--- src/design/ddse_pkg.sv ---
`timescale 1ns / 1ps
package ddse_pkg;

  localparam logic [7:0] SID_DOWNLOAD = 8'h34;
  localparam logic [7:0] SID_TRANSFER = 8'h36;
  localparam logic [7:0] SID_EXIT     = 8'h37;
  localparam logic [7:0] RSP_DOWNLOAD = 8'h74;
  localparam logic [7:0] RSP_LFI      = 8'h20;
  localparam logic [7:0] RSP_ZERO     = 8'h00;
  localparam logic [7:0] RSP_MAXBLK   = 8'h82;
  localparam logic [7:0] RSP_TRANSFER = 8'h76;
  localparam logic [7:0] RSP_EXIT     = 8'h77;
  localparam logic [7:0] PAD_BYTE     = 8'hFF;
  localparam logic [3:0] NIB_MASK     = 4'hF;
  localparam logic [11:0] POS_MAX     = 12'd4095;

  localparam logic [31:0] START_RST = 32'h0801_0000;
  localparam logic [31:0] END_RST   = 32'h0810_0000;

  typedef enum logic [2:0] {
    KIND_BYTE   = 3'd0,
    KIND_WRITE  = 3'd1,
    KIND_UNLOCK = 3'd2,
    KIND_LOCK   = 3'd3,
    KIND_REJECT = 3'd4
  } kind_t;

  typedef enum logic [1:0] {
    MODE_IDLE    = 2'd0,
    MODE_STARTED = 2'd1,
    MODE_DONE    = 2'd2
  } mode_t;

  // Command word from front end to back end: a fixed result script
  typedef enum logic [2:0] {
    CMD_NONE     = 3'd0,
    CMD_WORD     = 3'd1,
    CMD_START    = 3'd2,
    CMD_XFER_OK  = 3'd3,
    CMD_EXIT     = 3'd4,
    CMD_EXIT_PAD = 3'd5,
    CMD_REJECT   = 3'd6
  } cmd_t;

  typedef struct packed {
    cmd_t        cmd;
    logic        has_word;   // a full data word precedes the command
    logic [31:0] word;
    logic [31:0] addr;
    logic [31:0] pad_word;
    logic [31:0] pad_addr;
    logic [7:0]  arg;        // sid on reject, block number on transfer ok
    logic [1:0]  mode;
    logic [31:0] total;
  } job_t;

  localparam int JOB_W = $bits(job_t);

endpackage

--- src/design/diag_download_session_engine.sv ---
`timescale 1ns / 1ps
// Diagnostic download session engine.
// Input channel: one request byte per transfer (in_valid/in_ready) with
// first and final marks; service 34/36/37 requests are decoded on the fly.
// Result channel: out_* with valid/ready; one input causes zero to five
// results, the last flagged by out_run_end.
// Config: cfg_wr_en/cfg_index/cfg_wr_data set the app window (index 0 start,
// 1 end); write only while idle.
// Path: a job for the accepted byte is registered in a two-entry job queue
// before the sequencer turns it into results.
// Throughput: one byte per cycle when each byte makes at most one result
// and out_ready is high; the output sequencer gives one result per cycle
// while out_ready is high; a final byte's results hold it as bytes queue.
// Reset (synchronous, rst_n low) returns the session to idle, clears counts
// and loads the default window 0x08010000..0x08100000.
// Receiver stall: results hold steady; the queue fills and then in_ready
// drops until the receiver resumes.
module diag_download_session_engine
  import ddse_pkg::*;
(
  input  logic        clk,
  input  logic        rst_n,
  input  logic        cfg_wr_en,
  input  logic        cfg_index,
  input  logic [31:0] cfg_wr_data,
  input  logic        in_valid,
  output logic        in_ready,
  input  logic [7:0]  in_request_byte,
  input  logic        in_first_byte,
  input  logic        in_final_byte,
  output logic        out_valid,
  input  logic        out_ready,
  output logic [2:0]  out_kind,
  output logic [31:0] out_payload,
  output logic [31:0] out_flash_address,
  output logic [1:0]  out_session_state,
  output logic [31:0] out_bytes_received,
  output logic        out_run_end
);

  logic q_wv, q_wr, q_rv, q_rr;
  job_t q_wj, q_rj;

  ddse_front u_front (
    .clk, .rst_n, .cfg_wr_en, .cfg_index, .cfg_wr_data,
    .in_valid, .in_ready, .in_request_byte, .in_first_byte, .in_final_byte,
    .job_valid(q_wv), .job_ready(q_wr), .job(q_wj)
  );

  ddse_queue u_queue (
    .clk, .rst_n, .wr_valid(q_wv), .wr_ready(q_wr), .wr_job(q_wj),
    .rd_valid(q_rv), .rd_ready(q_rr), .rd_job(q_rj)
  );

  ddse_back u_back (
    .clk, .rst_n, .job_valid(q_rv), .job_ready(q_rr), .job(q_rj),
    .out_valid, .out_ready, .out_kind, .out_payload, .out_flash_address,
    .out_session_state, .out_bytes_received, .out_run_end
  );

endmodule

--- src/design/ddse_front.sv ---
`timescale 1ns / 1ps
module ddse_front
  import ddse_pkg::*;
(
  input  logic        clk,
  input  logic        rst_n,
  input  logic        cfg_wr_en,
  input  logic        cfg_index,
  input  logic [31:0] cfg_wr_data,
  input  logic        in_valid,
  output logic        in_ready,
  input  logic [7:0]  in_request_byte,
  input  logic        in_first_byte,
  input  logic        in_final_byte,
  output logic        job_valid,
  input  logic        job_ready,
  output job_t        job
);

  logic [31:0] start_r, end_r;
  logic [1:0]  mode_r;
  logic [7:0]  sid_r, blk_r;
  logic [11:0] pos_r;
  logic [3:0]  alen_r, slen_r;
  logic [31:0] aacc_r, sacc_r, waddr_r, total_r, asm_r;
  logic [1:0]  fill_r;
  logic        rej_r;

  logic [1:0]  mode_nxt;
  logic [7:0]  sid_nxt, blk_nxt;
  logic [11:0] pos_nxt, pos;
  logic [3:0]  alen_nxt, slen_nxt;
  logic [31:0] aacc_nxt, sacc_nxt, waddr_nxt, total_nxt, asm_nxt;
  logic [1:0]  fill_nxt;
  logic        rej_nxt;
  logic [12:0] afield_end, sfield_end;
  logic [32:0] top;
  logic        acc;
  job_t        job_c;

  assign in_ready = job_ready;
  assign acc = in_valid && in_ready;
  assign job_valid = acc && (job_c.cmd != CMD_NONE || job_c.has_word);
  assign job = job_c;

  // Classify one byte and update the session
  always_comb begin
    mode_nxt = mode_r; sid_nxt = sid_r; blk_nxt = blk_r;
    alen_nxt = alen_r; slen_nxt = slen_r; aacc_nxt = aacc_r; sacc_nxt = sacc_r;
    waddr_nxt = waddr_r; total_nxt = total_r; asm_nxt = asm_r; fill_nxt = fill_r;
    rej_nxt = rej_r;
    job_c = '0;
    job_c.cmd = CMD_NONE;
    pos = in_first_byte ? 12'd0 : pos_r;
    afield_end = 13'd3 + {9'd0, alen_r};
    sfield_end = afield_end + {9'd0, slen_r};
    top = 33'd0;
    if (pos == 12'd0) begin
      sid_nxt = in_request_byte; rej_nxt = 1'b0;
      alen_nxt = '0; slen_nxt = '0; aacc_nxt = '0; sacc_nxt = '0;
    end else if (sid_r == SID_DOWNLOAD) begin
      if (pos == 12'd2) begin
        alen_nxt = in_request_byte[7:4] & NIB_MASK;
        slen_nxt = in_request_byte[3:0] & NIB_MASK;
      end else if (pos >= 12'd3 && {1'b0, pos} < afield_end) begin
        aacc_nxt = {aacc_r[23:0], in_request_byte};
      end else if ({1'b0, pos} >= afield_end && {1'b0, pos} < sfield_end) begin
        sacc_nxt = {sacc_r[23:0], in_request_byte};
      end
    end else if (sid_r == SID_TRANSFER) begin
      if (pos == 12'd1) begin
        if (mode_r != MODE_STARTED || in_request_byte != blk_r) rej_nxt = 1'b1;
      end else if (!rej_r && mode_r == MODE_STARTED) begin
        asm_nxt = asm_r | ({24'd0, in_request_byte} << {fill_r, 3'b000});
        fill_nxt = fill_r + 2'd1;
        total_nxt = total_r + 32'd1;
        if (fill_r == 2'd3) begin
          job_c.has_word = 1'b1;
          job_c.word = asm_nxt;
          job_c.addr = waddr_r;
          waddr_nxt = waddr_r + 32'd4;
          asm_nxt = '0;
        end
      end
    end

    if (in_final_byte) begin
      job_c.arg = sid_nxt;
      job_c.cmd = CMD_REJECT;
      if (sid_nxt == SID_DOWNLOAD) begin
        top = {1'b0, aacc_nxt} + {1'b0, sacc_nxt};
        if (pos >= 12'd2 && ({1'b0, pos} + 13'd1) >= (13'd3 + {9'd0, alen_nxt}
            + {9'd0, slen_nxt}) && aacc_nxt >= start_r && top <= {1'b0, end_r}) begin
          waddr_nxt = aacc_nxt; total_nxt = '0; blk_nxt = 8'd1;
          mode_nxt = MODE_STARTED; fill_nxt = '0; asm_nxt = '0;
          job_c.cmd = CMD_START;
        end
      end else if (sid_nxt == SID_TRANSFER) begin
        if (pos >= 12'd1 && !rej_nxt && mode_r == MODE_STARTED) begin
          job_c.cmd = CMD_XFER_OK;
          job_c.arg = blk_r;
          blk_nxt = blk_r + 8'd1;
        end
      end else if (sid_nxt == SID_EXIT && mode_r == MODE_STARTED) begin
        job_c.cmd = CMD_EXIT;
        if (fill_nxt != 2'd0) begin
          job_c.cmd = CMD_EXIT_PAD;
          unique case (fill_nxt)
            2'd1: job_c.pad_word = {{3{PAD_BYTE}}, asm_nxt[7:0]};
            2'd2: job_c.pad_word = {{2{PAD_BYTE}}, asm_nxt[15:0]};
            default: job_c.pad_word = {PAD_BYTE, asm_nxt[23:0]};
          endcase
          job_c.pad_addr = waddr_nxt;
          waddr_nxt = waddr_nxt + 32'd4;
          asm_nxt = '0; fill_nxt = '0;
        end
        mode_nxt = MODE_DONE;
      end
      pos_nxt = '0;
    end else begin
      pos_nxt = (pos < POS_MAX) ? pos + 12'd1 : POS_MAX;
    end
    job_c.mode = mode_nxt;
    job_c.total = total_nxt;
  end

  // Hold configuration and session state
  always_ff @(posedge clk) begin
    if (!rst_n) begin
      start_r <= START_RST; end_r <= END_RST;
      mode_r <= MODE_IDLE; sid_r <= '0; blk_r <= '0; pos_r <= '0;
      alen_r <= '0; slen_r <= '0; aacc_r <= '0; sacc_r <= '0;
      waddr_r <= '0; total_r <= '0; asm_r <= '0; fill_r <= '0; rej_r <= 1'b0;
    end else begin
      if (cfg_wr_en && !cfg_index) start_r <= cfg_wr_data;
      if (cfg_wr_en && cfg_index) end_r <= cfg_wr_data;
      if (acc) begin
        mode_r <= mode_nxt; sid_r <= sid_nxt; blk_r <= blk_nxt; pos_r <= pos_nxt;
        alen_r <= alen_nxt; slen_r <= slen_nxt; aacc_r <= aacc_nxt;
        sacc_r <= sacc_nxt; waddr_r <= waddr_nxt; total_r <= total_nxt;
        asm_r <= asm_nxt; fill_r <= fill_nxt; rej_r <= rej_nxt;
      end
    end
  end

`ifndef SYNTH
  a_pos_max: assert property (@(posedge clk) disable iff (!rst_n) pos_r <= POS_MAX)
    else $error("byte position out of range");
  a_fill_zero_start: assert property (@(posedge clk) disable iff (!rst_n)
    acc && job_c.cmd == CMD_START |=> fill_r == 2'd0 && mode_r == MODE_STARTED)
    else $error("session start left partial word");
  a_word_full: assert property (@(posedge clk) disable iff (!rst_n)
    acc && job_c.has_word |-> fill_r == 2'd3)
    else $error("word emitted before full");
`endif

endmodule

--- src/design/ddse_queue.sv ---
`timescale 1ns / 1ps
module ddse_queue
  import ddse_pkg::*;
(
  input  logic clk,
  input  logic rst_n,
  input  logic wr_valid,
  output logic wr_ready,
  input  job_t wr_job,
  output logic rd_valid,
  input  logic rd_ready,
  output job_t rd_job
);

  job_t       mem_r [2];
  logic       wp_r, rp_r;
  logic [1:0] cnt_r;
  logic       push, pop;

  assign wr_ready = cnt_r != 2'd2;
  assign rd_valid = cnt_r != 2'd0;
  assign rd_job = mem_r[rp_r];
  assign push = wr_valid && wr_ready;
  assign pop = rd_valid && rd_ready;

  // Two-entry queue between classifier and sequencer
  always_ff @(posedge clk) begin
    if (push) mem_r[wp_r] <= wr_job;
    if (!rst_n) begin
      wp_r <= 1'b0; rp_r <= 1'b0; cnt_r <= '0;
    end else begin
      if (push) wp_r <= ~wp_r;
      if (pop) rp_r <= ~rp_r;
      cnt_r <= cnt_r + {1'b0, push} - {1'b0, pop};
    end
  end

`ifndef SYNTH
  a_cnt: assert property (@(posedge clk) disable iff (!rst_n) cnt_r <= 2'd2)
    else $error("queue count overflow");
  a_ptr: assert property (@(posedge clk) disable iff (!rst_n)
    (cnt_r == 2'd0 || cnt_r == 2'd2) |-> wp_r == rp_r)
    else $error("queue pointers disagree with count");
  a_push: assert property (@(posedge clk) disable iff (!rst_n)
    push && !pop |=> cnt_r == $past(cnt_r) + 2'd1)
    else $error("queue count not advanced");
`endif

endmodule

--- src/design/ddse_back.sv ---
`timescale 1ns / 1ps
module ddse_back
  import ddse_pkg::*;
(
  input  logic        clk,
  input  logic        rst_n,
  input  logic        job_valid,
  output logic        job_ready,
  input  job_t        job,
  output logic        out_valid,
  input  logic        out_ready,
  output logic [2:0]  out_kind,
  output logic [31:0] out_payload,
  output logic [31:0] out_flash_address,
  output logic [1:0]  out_session_state,
  output logic [31:0] out_bytes_received,
  output logic        out_run_end
);

  // step: 0 word, 1..5 script results
  logic [2:0] step_r, step_nxt, first_step;
  logic [2:0] last_step;
  logic       done;

  always_comb begin
    first_step = job.has_word ? 3'd0 : 3'd1;
    unique case (job.cmd)
      CMD_START:    last_step = 3'd5;
      CMD_XFER_OK:  last_step = 3'd2;
      CMD_EXIT:     last_step = 3'd2;
      CMD_EXIT_PAD: last_step = 3'd3;
      CMD_REJECT:   last_step = 3'd1;
      default:      last_step = 3'd0;
    endcase
  end

  logic [2:0] cur;
  assign cur = (step_r == 3'd7) ? first_step : step_r;
  assign out_valid = job_valid;
  assign done = cur == last_step;
  assign job_ready = out_ready && done;
  assign out_run_end = done;
  assign out_session_state = job.mode;
  assign out_bytes_received = job.total;

  // Drive one result per cycle from the script while out_ready is high
  always_comb begin
    out_kind = KIND_BYTE;
    out_payload = '0;
    out_flash_address = '0;
    if (cur == 3'd0) begin
      out_kind = KIND_WRITE; out_payload = job.word; out_flash_address = job.addr;
    end else begin
      unique case (job.cmd)
        CMD_START: begin
          unique case (cur)
            3'd1: out_kind = KIND_UNLOCK;
            3'd2: out_payload = {24'd0, RSP_DOWNLOAD};
            3'd3: out_payload = {24'd0, RSP_LFI};
            3'd4: out_payload = {24'd0, RSP_ZERO};
            default: out_payload = {24'd0, RSP_MAXBLK};
          endcase
        end
        CMD_XFER_OK: out_payload = {24'd0, (cur == 3'd1) ? RSP_TRANSFER : job.arg};
        CMD_EXIT: begin
          if (cur == 3'd1) out_kind = KIND_LOCK;
          else out_payload = {24'd0, RSP_EXIT};
        end
        CMD_EXIT_PAD: begin
          unique case (cur)
            3'd1: begin
              out_kind = KIND_WRITE; out_payload = job.pad_word;
              out_flash_address = job.pad_addr;
            end
            3'd2: out_kind = KIND_LOCK;
            default: out_payload = {24'd0, RSP_EXIT};
          endcase
        end
        default: begin
          out_kind = KIND_REJECT; out_payload = {24'd0, job.arg};
        end
      endcase
    end
  end

  // Advance the step; 7 marks start of a fresh job
  always_comb begin
    step_nxt = step_r;
    if (job_valid && out_ready) step_nxt = done ? 3'd7 : cur + 3'd1;
  end

  always_ff @(posedge clk) begin
    if (!rst_n) step_r <= 3'd7;
    else step_r <= step_nxt;
  end

`ifndef SYNTH
  a_step: assert property (@(posedge clk) disable iff (!rst_n) step_r != 3'd6)
    else $error("invalid step");
  a_end_pop: assert property (@(posedge clk) disable iff (!rst_n)
    out_valid && out_ready && out_run_end |-> job_ready)
    else $error("last result without job release");
  a_fresh: assert property (@(posedge clk) disable iff (!rst_n)
    job_valid && job_ready |=> step_r == 3'd7)
    else $error("step not reset after job");
`endif

endmodule

--- config.mk ---
export PLATFORM = sky130hd
export DESIGN_NAME = diag_download_session_engine
export DESIGN_NICKNAME = d
export VERILOG_FILES = /design/src/design/ddse_pkg.sv /design/src/design/diag_download_session_engine.sv /design/src/design/ddse_front.sv /design/src/design/ddse_queue.sv /design/src/design/ddse_back.sv
export SDC_FILE = /design/constraint.sdc
export NUM_CORES = 1
export LEC_CHECK = 0
export ABC_AREA = 0
export BUFFER_PORTS_ARGS = -buffer_cell sky130_fd_sc_hd__buf_2
export CAP_MARGIN = 15
export CORE_MARGIN = 3
export CORE_UTILIZATION = 47
export CTS_CLUSTER_SIZE = 24
export DETAILED_ROUTE_END_ITERATION = 10
export HOLD_SLACK_MARGIN = 0.02
export PLACE_DENSITY_LB_ADDON = 0.3
export SETUP_SLACK_MARGIN = 0.05
export SKIP_CTS_REPAIR_TIMING = 1
export SLEW_MARGIN = 20
export SYNTH_ARGS = -nofsm -noshare
export SYNTH_HDL_FRONTEND = slang
export SYNTH_SLANG_ARGS = --single-unit
--- constraint.sdc ---
create_clock -name clk -period 13.4 [get_ports clk]
set_input_delay 2.01 -clock clk [delete_from_list [all_inputs] [get_ports clk]]
set_output_delay 2.01 -clock clk [all_outputs]
set_load 0.02 [all_outputs]
# Word-level counts from Yosys, hierarchy flattened
# Memories as Yosys holds them, arrays and structs flattened. A register that Yosys moved wholly into a read port is not among the register bits.
# Index checks and enable logic that the tools add are counted.
[word_totals]
ff_bits = 272
ram_bits = 348
in_bits = 48
elab_cells = 226
memories = 1
[classes]
n_addsub = 15
magnitude_cmp = 10
n_eq_ne = 26
shift = 1
muxes = 119
n_bitwise = 3
reduce_logical = 32
[memory_table]
columns = ["memory", "words", "width", "read_ports", "rd_ports_with_merged_regs", "write_ports", "line", "text"]
rows = [
  ["u_queue.mem_r", 2, 174, 1, 1, 1, "ddse_queue.sv:15", "job_t mem_r [2];"],
]
[op_table]
columns = ["op", "count"]
rows = [
  ["2-to-1 mux 32 bit", 45],
  ["2-to-1 mux 65 bit", 6],
  ["2-to-1 mux 64 bit", 3],
  ["2-to-1 mux 72 bit", 2],
  ["case mux 32 bit (4 select lines)", 1],
  ["adder 32 x 3 -> 32 bit, second input constant", 2],
  ["2-to-1 mux 8 bit", 8],
  ["case mux 32 bit (2 select lines)", 1],
  ["case mux 24 bit (2 select lines)", 1],
  ["== test 8 x 6 -> 1 bit, second input constant", 5],
  ["2-to-1 mux 12 bit", 3],
  ["2-to-1 mux 2 bit", 18],
  ["adder 32 x 32 -> 33 bit", 1],
  ["less-or-equal comparator 33 x 32 -> 1 bit", 1],
  ["adder 32 x 1 -> 32 bit, second input constant", 1],
  [">= comparator 32 bit", 1],
  ["bitwise OR 32 bit", 1],
  ["<< shifter 8 x 5 -> 32 bit", 1],
  ["2-to-1 mux 3 bit", 9],
  ["adder 13 x 4 -> 13 bit", 2],
  ["< comparator 12 x 13 -> 1 bit", 2],
  [">= comparator 12 x 2 -> 1 bit, second input constant", 2],
  ["2-to-1 mux 4 bit", 6],
  ["case mux 3 bit (4 select lines)", 2],
  ["other kinds (37)", 82],
]

# Longest topological paths before layout
# Gate-level depths: netlist of the first run.
[logic_depth]
word_depth = 21
ltp_mapped = 41

# Cells and area by module
# From an unflattened synthesis of the first run, not the netlist that was laid out.
[unflattened]
cells_unflattened = 3616
hier_area_um2 = 34632.0
[modules_own_cells]
columns = ["mod", "instances", "cells_per_inst", "area_each_um2", "seq_area_each_um2"]
rows = [
  ["ddse_front", 1, 2815, 20154.3, 5305.1],
  ["ddse_queue", 1, 565, 12851.1, 10550.1],
  ["ddse_back", 1, 236, 1626.6, 60.1],
]

# Worst setup path after synthesis of the first run
# No wires, ideal clock.
[synth_timing]
kind = "input -> register"
startpoint = "input in_first_byte"
endpoint = "memory u_queue.mem_r[0][0] in the netlist's numbering (enable)"
setup_ns = 0.716
arrival_ns = 11.345
t_required_ns = 12.684
setup_slack_ns = 1.339
stages = 9
path_cell_list = "buf_2 inv_1 nand2_1 ha_1 nor2_1 o211ai_1 buf_2 a21oi_1 nor2b_1"
[synth_between]
elab_chain_cells = 20
[synth_rtl]
columns = ["element", "line", "text"]
rows = [
  ["start: declaration", "diag_download_session_engine.sv:29", "input logic in_first_byte,"],
  ["2-to-1 mux 12 bit *", "ddse_front.sv:54", "pos = in_first_byte ? 12'd0 : pos_r;"],
  [">= comparator 12 x 13 -> 1 bit (tied with other cells)", "ddse_front.sv:67", "end else if ({1'b0, pos} >= afield_end && {1'b0, pos} < sfield_end) begin"],
  ["logical AND 1 bit or 2-to-1 mux 4 bit (tied branches)", "ddse_front.sv:67, ddse_front.sv:62", ""],
  ["2-to-1 mux 32 bit or 2-to-1 mux 4 bit (tied branches)", "ddse_front.sv:67, ddse_front.sv:61", ""],
  ["2-to-1 mux 32 bit or 2-to-1 mux 4 bit (tied branches)", "ddse_front.sv:65, ddse_front.sv:58", ""],
  ["2-to-1 mux 32 bit or adder 2 x 4 -> 5 bit (tied branches)", "ddse_front.sv:62, ddse_front.sv:92", ""],
  ["2-to-1 mux 32 bit or adder 13 x 4 -> 13 bit (tied branches)", "ddse_front.sv:61, ddse_front.sv:93", ""],
  ["2-to-1 mux 32 bit or >= comparator 13 bit (tied branches)", "ddse_front.sv:58, ddse_front.sv:92", ""],
  ["[4 not listed]", "-", ""],
  ["2-to-1 mux 3 bit", "ddse_front.sv:90", "if (sid_nxt == SID_DOWNLOAD) begin"],
  ["2-to-1 mux 3 bit", "ddse_front.sv:87", "if (in_final_byte) begin"],
  ["nonzero test 3 bit", "ddse_front.sv:43", "assign job_valid = acc && (job_c.cmd != CMD_NONE || job_c.has_word);"],
  ["logical OR 1 bit *", "ddse_front.sv:43", ""],
  ["logical AND 1 bit *", "ddse_front.sv:43", ""],
  ["logical AND 1 bit *", "ddse_queue.sv:23", "assign push = wr_valid && wr_ready;"],
  ["2-to-1 mux 1 bit *", "ddse_queue.sv:28", "if (push) mem_r[wp_r] <= wr_job;"],
  ["2-to-1 mux 1 bit (implied by the code) *", "ddse_queue.sv:28", ""],
  ["end: declaration", "ddse_queue.sv:15", ""],
]
# Mark *: on every way between the ends. The rest lies on a longest branch, timed or not.

# Worst setup path in the final report of the first run
[layout_timing]
startpoint = "input in_first_byte"
endpoint = "register u_front.total_r[14]"
[layout_between]
elab_chain_cells = 14
[layout_rtl]
columns = ["element", "line", "text"]
rows = [
  ["2-to-1 mux 12 bit *", "ddse_front.sv:54", ""],
  [">= comparator 12 x 13 -> 1 bit or < comparator 12 x 13 -> 1 bit (tied branches)", "ddse_front.sv:67", ""],
  ["logical AND 1 bit", "ddse_front.sv:67", ""],
  ["2-to-1 mux 32 bit", "ddse_front.sv:67", ""],
  ["2-to-1 mux 32 bit", "ddse_front.sv:65", "end else if (pos >= 12'd3 && {1'b0, pos} < afield_end) begin"],
  ["2-to-1 mux 32 bit", "ddse_front.sv:62", "if (pos == 12'd2) begin"],
  ["2-to-1 mux 32 bit", "ddse_front.sv:61", "end else if (sid_r == SID_DOWNLOAD) begin"],
  ["2-to-1 mux 32 bit *", "ddse_front.sv:58", "if (pos == 12'd0) begin"],
  ["named net u_front.sacc_nxt[1]", "ddse_front.sv:33", "logic [31:0] aacc_nxt, sacc_nxt, waddr_nxt, total_nxt, asm_nxt;"],
  ["adder 32 x 32 -> 33 bit *", "ddse_front.sv:91", "top = {1'b0, aacc_nxt} + {1'b0, sacc_nxt};"],
  ["less-or-equal comparator 33 x 32 -> 1 bit *", "ddse_front.sv:93", "+ {9'd0, slen_nxt}) && aacc_nxt >= start_r && top <= {1'b0, end_r}) begin"],
  ["logical AND 1 bit *", "ddse_front.sv:93", ""],
  ["2-to-1 mux 32 bit *", "ddse_front.sv:92", "if (pos >= 12'd2 && ({1'b0, pos} + 13'd1) >= (13'd3 + {9'd0, alen_nxt}"],
  ["2-to-1 mux 32 bit *", "ddse_front.sv:90", ""],
  ["2-to-1 mux 32 bit *", "ddse_front.sv:87", ""],
  ["end signal: assignment", "ddse_front.sv:140", "sacc_r <= sacc_nxt; waddr_r <= waddr_nxt; total_r <= total_nxt;"],
  ["end: declaration", "ddse_front.sv:25", "logic [31:0] aacc_r, sacc_r, waddr_r, total_r, asm_r;"],
]
# The timed path passes the listed nets; every way through them passes the cells marked *.
# A chain may end at the register's enable or synchronous reset.

==> metrics list, run 1 <==
* Result of the run: completed
* Synth Flop Type: edfxtp_1
* Most frequent cell after synthesis: nand2_1
- The critical path starts at in_first_byte.
- Measured along the x axis, the die boundary spans 272 µm.
* Clock slew seen by the registers of the worst setup and hold paths: 0.06 ns
- Vias in the first global route: 24.6k
- Worst clock skew: 0.0346 ns
- Starting DRC count in detailed routing: 2433
* Combined global-route utilization of all metal layers: 0.236
- Nets in the synthesized netlist: 3689
- Number of failing setup endpoints in the final timing report: 0
- Maximum clock frequency: 93.0 MHz
* Number of buffers inserted by port buffering: 151
- Counting flops with an async set or reset pin after synthesis yields a share of 0.
- Final routed wirelength across all metal layers: 89.1 mm
- STA classifies the critical path startpoint as an input port.
* Largest stage delay on the critical path: 0.84 ns
- Latest clock arrival within the worst-skew pair: 0.62 ns
* Worst reg2reg startpoint: u_front.alen_r[0]$_SDFFE_PN0P_
- The initial utilization of the core area, before any placement, comes to 0.479.
- Commonest cells post-synth: nand2_1, nor2_1, a21oi_1, edfxtp_1, dfxtp_1
* Hold Startpoint: u_front.start_r[25]$_SDFFE_PN0P_
- Synthesis inferred 607 register bits.
- Counting the buffers created by CTS gives 67.
- Leakage power total: 0.0139 µW
- Kind of path behind the tightest hold check: flop to flop
* Total of warnings raised by yosys: 0
- Of the post-synthesis cell area, the dominant cell type holds 0.301.
- Number of nets in the final layout: 3721
- TritonCTS built the clock tree.
- Power per standard cell area: 121 nW/µm²
* EDFF count, synth: 334
- Before antenna repair, the detailed router went through 5 iterations.
- For this run, design rule violations remaining after detail routing come to 0.
- Final total negative setup slack: 0 ns
* Utilization after layout: 0.531
- Pin slew with the least headroom to its limit: 1.10 ns
- Worst max-slew margin expressed relative to the limit: 0.259
- The share of the Yosys chip area taken by registers is 0.466.
- CTS saw 607 sinks.
* Share of the clock period used by the worst path: 0.802
- The count of nets left with antenna violations once routing finished came out at 0.
* DPL Wire Length: 60.4 mm
- Synthesized cell area: 33300 µm²
* Core Area: 69400 µm²
* Cell at the root of the clock tree: clkbuf_16
- Total grt overflow: 0
* Via count normalized by instance count: 5.82
* Design area: 36900 µm²
- The worst setup path is captured at a flop.
- The hold violation count in the final report came to 0.
- Crit path arrival time: 11.27 ns
* Height of the chip: 272 µm
- Max-cap check violation count: 0
* Weighted congestion at the end of routability-driven global placement: 0.920
- In the final layout, the multi-input gates occupy 16500 µm².
- Number of placed I/O pins: 152
- After detailed routing, the average wire length per cell comes to 19.7 µm.
- Each instance of the synthesized netlist takes up on average 9.52 µm².
- Of the cells placed in the final design, the portion with a size suffix greater than 1 is 0.114.
- Summing over every cut layer, the via total after detailed routing is 26.3k.
* Total Die Area: 74000 µm²
* Non-filler instance count after layout: 4512
* Antenna violations before repair: 2
- Wire length of the first global-routing pass: 139 mm
- Summing all flip-flop and latch instances after layout gives 15500 µm².
- After detailed placement, the design holds a cell count of 4391.
- STA puts the critical path data required time at 13.92 ns.
* Top cells by area, synth: edfxtp_1, dfxtp_1, mux2i_1
* Final period demand of the worst path: 10.75 ns
- In this run the worst path has a maximum fanout of 32.
- After filler insertion, the fill cell instance count of the layout stands at 6311.
- Yosys mapped the design onto 109 distinct sky130hd cell types.
- In this run the number of H-tree levels came out at 3.
- Final-report max-slew violation count: 0
- Critical-path cell with the highest stage delay: nor2_1
- Layout overhead on the synthesized area: 10.8%
- The critical path is of the input port to flop type.
* Cell count after synthesis: 3497
- In this run the deepest clock path goes through 3 buffers.
- After floorplanning, the core was divided into 96 placement rows.
- Maximum number of pins on one net before global-route repair: 86
- VDD IR max: 0.0000857 V
* Placed inst area: 34600 µm²
- edfxtp_1 takes more of the synthesized area than any other cell.
* Unrepaired setup endpoints after global routing: no
-- area by class of cell --
| type | count | area share |
|---|---|---|
| antenna | 1 | 0.0000678 |
| timing repair buffer | 187 | 0.0278 |
| multi-input combinational | 2544 | 0.447 |
| clock inverter | 35 | 0.0111 |
| tap | 931 | 0.0316 |
| sequential | 607 | 0.420 |
| clock buffer | 85 | 0.0503 |
| inverter | 122 | 0.0125 |
-- routing by layer --
layer,part of all wire,up-vias,track usage
li1,-,12708,-
met2,0.44,948,0.366
met1,0.45,12456,0.335
met3,0.073,146,0.0378
met4,0.031,2,0.0839
met5,0.00016,-,0
-- path summary, 6_finish.rpt --
check | end | slack, ns | cells past startpoint
max reg2reg | u_front.total_r[14]$_SDFFE_PN0P_ | 3.58 | 38
max | u_front.total_r[14]$_SDFFE_PN0P_ | 2.65 | 37
min | u_front.start_r[25]$_SDFFE_PN0P_ | 0.45 | 2
min reg2reg | u_front.start_r[25]$_SDFFE_PN0P_ | 0.45 | 2
-- kinds of logic (layout without fill, tap and decap cells) --
family,count (synthesis),count (layout),synth area share
simple gates,1220,1220,0.176
compound gates,792,792,0.148
flops,607,607,0.466
buf+inv,346,429,0.0414
mux,256,256,0.0787
fa+ha+maj,144,144,0.0548
xor+xnor,132,132,0.0352
other cells,0,1,0
-- state kept, by name, summed over array words and instances, names as in the netlist, 4 cells and up, named ones only --
signal and count:
u_queue.mem_r 334, u_front.sacc_r 32, u_front.alen_r 4, u_front.end_r 32
u_front.blk_r 8, u_front.asm_r 32, u_front.total_r 32, u_front.start_r 32
u_front.pos_r 12, u_front.aacc_r 32, u_front.waddr_r 32, u_front.sid_r 8
u_front.slen_r 4
-- placed cells by master (no fill, tap or decap), types with 15 or more instances in the layout --
cell type,n
or3_1,55
nor2_1,375
nand3b_1,15
and4_1,15
nand4_1,37
a21oi_1,344
nand2b_1,16
nand2_1,399
clkbuf_16,68
a211oi_1,20
mux2i_1,211
dfxtp_1,272
a21o_1,30
o22ai_1,57
buf_4,36
a22o_1,15
xor2_1,53
mux2_2,44
edfxtp_1,334
and3_1,49
xnor2_1,77
nor3_1,56
nor2b_1,28
a31oi_1,24
nand3_1,63
o211ai_1,21
inv_1,118
o21ai_0,118
buf_2,151
o21a_1,33
and2_1,23
ha_1,141
-- worst max-delay path, delay by kind of cell --
kind,cells,cell delay (ns)
AO/OA/AOI/OAI,16,4.12
XOR/XNOR,1,0.17
adder cells (fa/ha/maj),3,0.86
buffers and inverters,5,1.19
multiplexers,1,0.17
AND/OR/NAND/NOR,11,2.69
-- power breakdown --
group / total, µW / switching [µW] / internal, µW
sequential: 2040 / 29.6 / 2010
combinational: 531 / 375 / 155
clock: 1890 / 755 / 1140
total: 4460 / 1160 / 3300
-- per-stage QoR --
| stage | setup slack [ns] | hold WS [ns] | power, µW |
|---|---|---|---|
| floorplan | 1.34 | 0.436 | 2440 |
| detailed placement | 2.17 | 0.447 | 2610 |
| finish | 2.65 | 0.452 | 4460 |
| global route | 2.11 | 0.473 | 4630 |
| CTS | 2.78 | 0.454 | 4500 |
| global placement | 2.39 | 0.442 | 2610 |
Power figures use the tool's default switching activity.
==> run 2, diff against run 1 <==
--- a/config.mk
+++ b/config.mk
@@ -5,7 +5,7 @@
 export SDC_FILE = /design/constraint.sdc
 export NUM_CORES = 1
 export LEC_CHECK = 0
-export ABC_AREA = 0
+export ABC_AREA = 1
 export BUFFER_PORTS_ARGS = -buffer_cell sky130_fd_sc_hd__buf_2
 export CAP_MARGIN = 15
 export CORE_MARGIN = 3
==> constraint.sdc (replaced) <==
create_clock -name clk -period 10.65 [get_ports clk]
set_input_delay 1.5975 -clock clk [delete_from_list [all_inputs] [get_ports clk]]
set_output_delay 1.5975 -clock clk [all_outputs]
set_load 0.02 [all_outputs]
==> metrics list, run 2 <==
* Weighted congestion at the end of routability-driven global placement: 0.929 (was 0.920)
* Multiplexer area fraction after synthesis: 0.00616 (was 0.0787)
- Average cell area after synthesis: 7.93 µm² (was 9.52 µm²)
- The adder and majority cell fraction of the synthesized area came to 0.0532 (was 0.0548).
- The top-area cell type share of the netlist area was 0.292 (was 0.301).
- The layout cell share with drive strength beyond 1 is 0.104 (was 0.114).
- The distinct cell type count after synthesis was 62 (was 109).
* Final period demand of the worst path: 9.09 ns
- The via count of the first global-routing pass came to 27.9k (was 24.6k).
- Top cells by area, synth: edfxtp_1, dfxtp_1, nand2_1 (was edfxtp_1, dfxtp_1, mux2i_1)
- Most common cell on crit path: nand2_1
- The initial antenna violation count was 0 (was 2).
* First-pass DRT Iterations: 8 (was 5)
- Latest clock arrival within the worst-skew pair: 0.63 ns (was 0.62 ns)
- Synthesized cell area: 34300 µm² (was 33300 µm²)
- The path class of the lowest-slack min-delay path was flop to flop (unchanged).
* Number of cells traversed by the worst register-to-register path: 49 (was 38)
- The fraction of registers with async set/reset was 0 (unchanged).
- Maximum net fanout on the critical path: 34 (was 32)
- TritonCTS buffer count: 70 (was 67)
- The nature of the critical path startpoint was a flop (was input port).
- The aggregate global-route resource usage came to 0.253 (was 0.236).
* Filler cell count in the final layout: 6816 (was 6311)
- The final routed DRC violation total is 0 (unchanged).
* Clock Sinks: 607 (unchanged)
- The placement row count was 98 (was 96).
* Maximum number of pins on one net before global-route repair: 162 (was 86)
- Number of flip-flops under the largest register name: 334 (unchanged)
- Seq. cell area: 15500 µm² (unchanged)
- Crit end category: flop (unchanged)
* Final routed wirelength across all metal layers: 99.0 mm (was 89.1 mm)
- Critical-path cell with the highest stage delay: nand4_1 (was nor2_1)
- Number of placed I/O pins: 152 (unchanged)
* Leading area contributor after synthesis: edfxtp_1 (unchanged)
* Biggest register: u_queue.mem_r (unchanged)
- The number of H-tree branching levels is 3 (unchanged).
- The number of enable-type register cells in the synthesized netlist came to 334 (unchanged).
- The critical path's largest stage delay is 0.56 ns (was 0.84 ns).
- The post-detailed-route count of antenna-violating nets was 0 (unchanged).
- R2R Path End: u_front.asm_r[24]$_SDFFE_PN0P_ (was u_front.total_r[14]$_SDFFE_PN0P_)
* Startpoint-to-endpoint class of the critical path: flop to flop (was input port to flop)
* Number of failing setup endpoints in the final timing report: 0 (unchanged)
- Number of vias after detailed routing: 29.7k (was 26.3k)
- Final total negative setup slack: 0 ns (unchanged)
* VDD IR max: 0.000143 V (was 0.0000857 V)
* Worst reg2reg startpoint: u_front.alen_r[0]$_SDFFE_PN0P_ (unchanged)
- The most frequent standard cell in the layout excluding fill and tap cells is nand2_1 (unchanged).
- Clock slew seen by the registers of the worst setup and hold paths: 0.06 ns (about the same)
* Number of buffers between clock root and the deepest sink: 3 (unchanged)
- Total Die Area: 76300 µm² (was 74000 µm²)
- Hold Startpoint: u_front.start_r[6]$_SDFFE_PN0P_ (was u_front.start_r[25]$_SDFFE_PN0P_)
* Nets in the synthesized netlist: 4519 (was 3689)
- The routed wire length per instance is 18.4 µm (was 19.7 µm).
- Combinational family with the most area after synthesis: simple AND/OR/NAND/NOR gates (unchanged)
* Post-placement worst setup slack: 1.14 ns (was 2.17 ns)
- The worst-margin pin slew came to 1.05 ns (was 1.10 ns).
- Die Width: 276 µm (was 272 µm)
* Synth Flop Type: edfxtp_1 (unchanged)
* Leakage power total: 0.0158 µW (was 0.0139 µW)
- Number of cells on the worst hold path: 2 (unchanged)
- The area of the core region was 71900 µm² (was 69400 µm²).
- Commonest non-fill, non-tap cells in the layout: nand2_1, inv_1, nor2_1, a21oi_1, o21ai_0 (was nand2_1, nor2_1, a21oi_1, edfxtp_1, dfxtp_1)
- The endpoint of the worst hold-timing path was u_front.start_r[6]$_SDFFE_PN0P_ (was u_front.start_r[25]$_SDFFE_PN0P_).
* Share of the clock period used by the worst path: 0.854
- Area fraction in and, or, nand and nor cells after synthesis: 0.219 (was 0.176)
- The worst slew margin relative to its limit is 0.297 (was 0.259).
* Worst clock skew: 0.0275 ns (was 0.0346 ns)
- Wire length of the first global-routing pass: 156 mm (was 139 mm)
- Number of hold violations in the final report: 0 (unchanged)
- The gate count of the mapped netlist was 4327 (was 3497).
- DPL Wire Length: 68.1 mm (was 60.4 mm)
- Max-cap check violation count: 0 (unchanged)
- Power per standard cell area: 162 nW/µm² (was 121 nW/µm²)
* Worst-case setup margin in the final layout: 1.56 ns (was 2.65 ns)
- The setup slack of the most critical reg-to-reg path is 1.56 ns (was 3.58 ns).
- Layout overhead on the synthesized area: 11.0% (was 10.8%)
- Crit path arrival time: 9.63 ns (was 11.27 ns)
- Unrepaired setup endpoints after global routing: no (unchanged).
- The sequential area share after synthesis came to 0.452 (was 0.466).
* Maximum clock frequency: 110 MHz
- Post-Route Hold Slack: 0.459 ns (was 0.452 ns)
- The register bit count reported by yosys is 607 (unchanged).
- Area of combinational cells with multiple inputs: 15900 µm² (was 16500 µm²)
- The global-route congestion overflow total was 0 (unchanged).
* Final antenna diode count: 0 (was 1)
- The starting utilization of the core area is 0.478 (was 0.479).
- The TritonCTS clock tree is done (unchanged).
- Starting DRC count in detailed routing: 2826 (was 2433)
* Via count normalized by instance count: 5.52 (was 5.82)
* Final-report max-slew violation count: 0 (unchanged)
* Result of the run: completed (unchanged)
- Compound-Gate Fraction of Synth Area: 0.159 (was 0.148)
- Commonest cells post-synth: nand2_1, inv_1, nor2_1, a21oi_1, o21ai_0 (was nand2_1, nor2_1, a21oi_1, edfxtp_1, dfxtp_1)
- The count of buffers from port buffering is 151 (unchanged).
- The required time at the worst-slack endpoint was 11.19 ns (was 13.92 ns).
- The number of warnings issued by yosys came to 0 (unchanged).
- Number of nets in the final layout: 4566 (was 3721)
- Most frequent cell after synthesis: nand2_1 (unchanged)
- Post-synthesis share of cell area spent on xor and xnor gates: 0.0250 (was 0.0352)
* Height of the chip: 276 µm (was 272 µm)
* Cell at the root of the clock tree: clkbuf_16 (unchanged)
## run 2: cell count changes after synthesis, sizes merged, moves of 55 or more
cell / delta
o211ai: +77
o21ai: +228
nand2: +515
nand3: +120
nor2: +87
mux2i: -191
or3: -55
inv: +432
## run 2: metrics by stage
step | utilization | std cells | total power, µW | area, µm²
after floorplan | - | 4327 | 3420 | 34300
after global placement | 0.497 | 5251 | 3760 | 35700
after detailed placement | 0.497 | 5251 | 3770 | 35700
after CTS | 0.530 | 5380 | 6210 | 38100
after global routing | 0.530 | 5381 | 6430 | 38100
final | 0.530 | 5381 | 6170 | 38100
## run 2: area by class of cell
cell class / count / share of cell area
clock inverter: 41 / 0.0116
multi-input combinational: 2951 / 0.417
inverter: 557 / 0.0551
timing repair buffer: 187 / 0.0277
clock buffer: 88 / 0.0499
tap: 950 / 0.0312
sequential: 607 / 0.407
## run 2: logic make-up after synthesis
group / count (synthesis)
mux: 21
compound gates: 954
flops: 607
simple gates: 1734
buf+inv: 769
xor+xnor: 98
fa+ha+maj: 144
## run 2: how the worst max path moves through the flow
stage	start	to	cells after the start
2_1_floorplan	in_first_byte	u_queue.mem_r[1][0]$_DFFE_PP_	13
3_3_place_gp	in_first_byte	u_front.asm_r[29]$_SDFFE_PN0P_	45
3_5_place_dp	in_first_byte	u_front.asm_r[29]$_SDFFE_PN0P_	45
4_1_cts	u_front.alen_r[0]$_SDFFE_PN0P_	u_front.asm_r[24]$_SDFFE_PN0P_	49
5_1_grt	u_front.alen_r[0]$_SDFFE_PN0P_	u_front.asm_r[24]$_SDFFE_PN0P_	49
6_report	u_front.alen_r[0]$_SDFFE_PN0P_	u_front.asm_r[24]$_SDFFE_PN0P_	49
## run 2: metal layers
metal  part of all wire  GRT usage  vias to the layer above
met2               0.46      0.407                     1061
met1               0.44      0.349                    13936
met3              0.072     0.0399                      167
met5                  0          0                        -
li1                   -          -                    14557
met4              0.030     0.0838                        0
## run 2: critical path, delay by kind of cell (launching register included)
family                   cells  cell delay (ns)
AO/OA/AOI/OAI               15             3.36
AND/OR/NAND/NOR             21             2.40
adder cells (fa/ha/maj)      5             1.45
buffers and inverters        5             0.92
XOR/XNOR                     3             0.54
flip-flops                   1             0.34
## run 2: power breakdown
| group | leakage, µW | total (µW) | switching (µW) | internal [µW] |
|---|---|---|---|---|
| sequential | 0.00537 | 2660 | 68.8 | 2590 |
| clock | 0.00115 | 2450 | 1020 | 1430 |
| combinational | 0.00933 | 1060 | 760 | 299 |
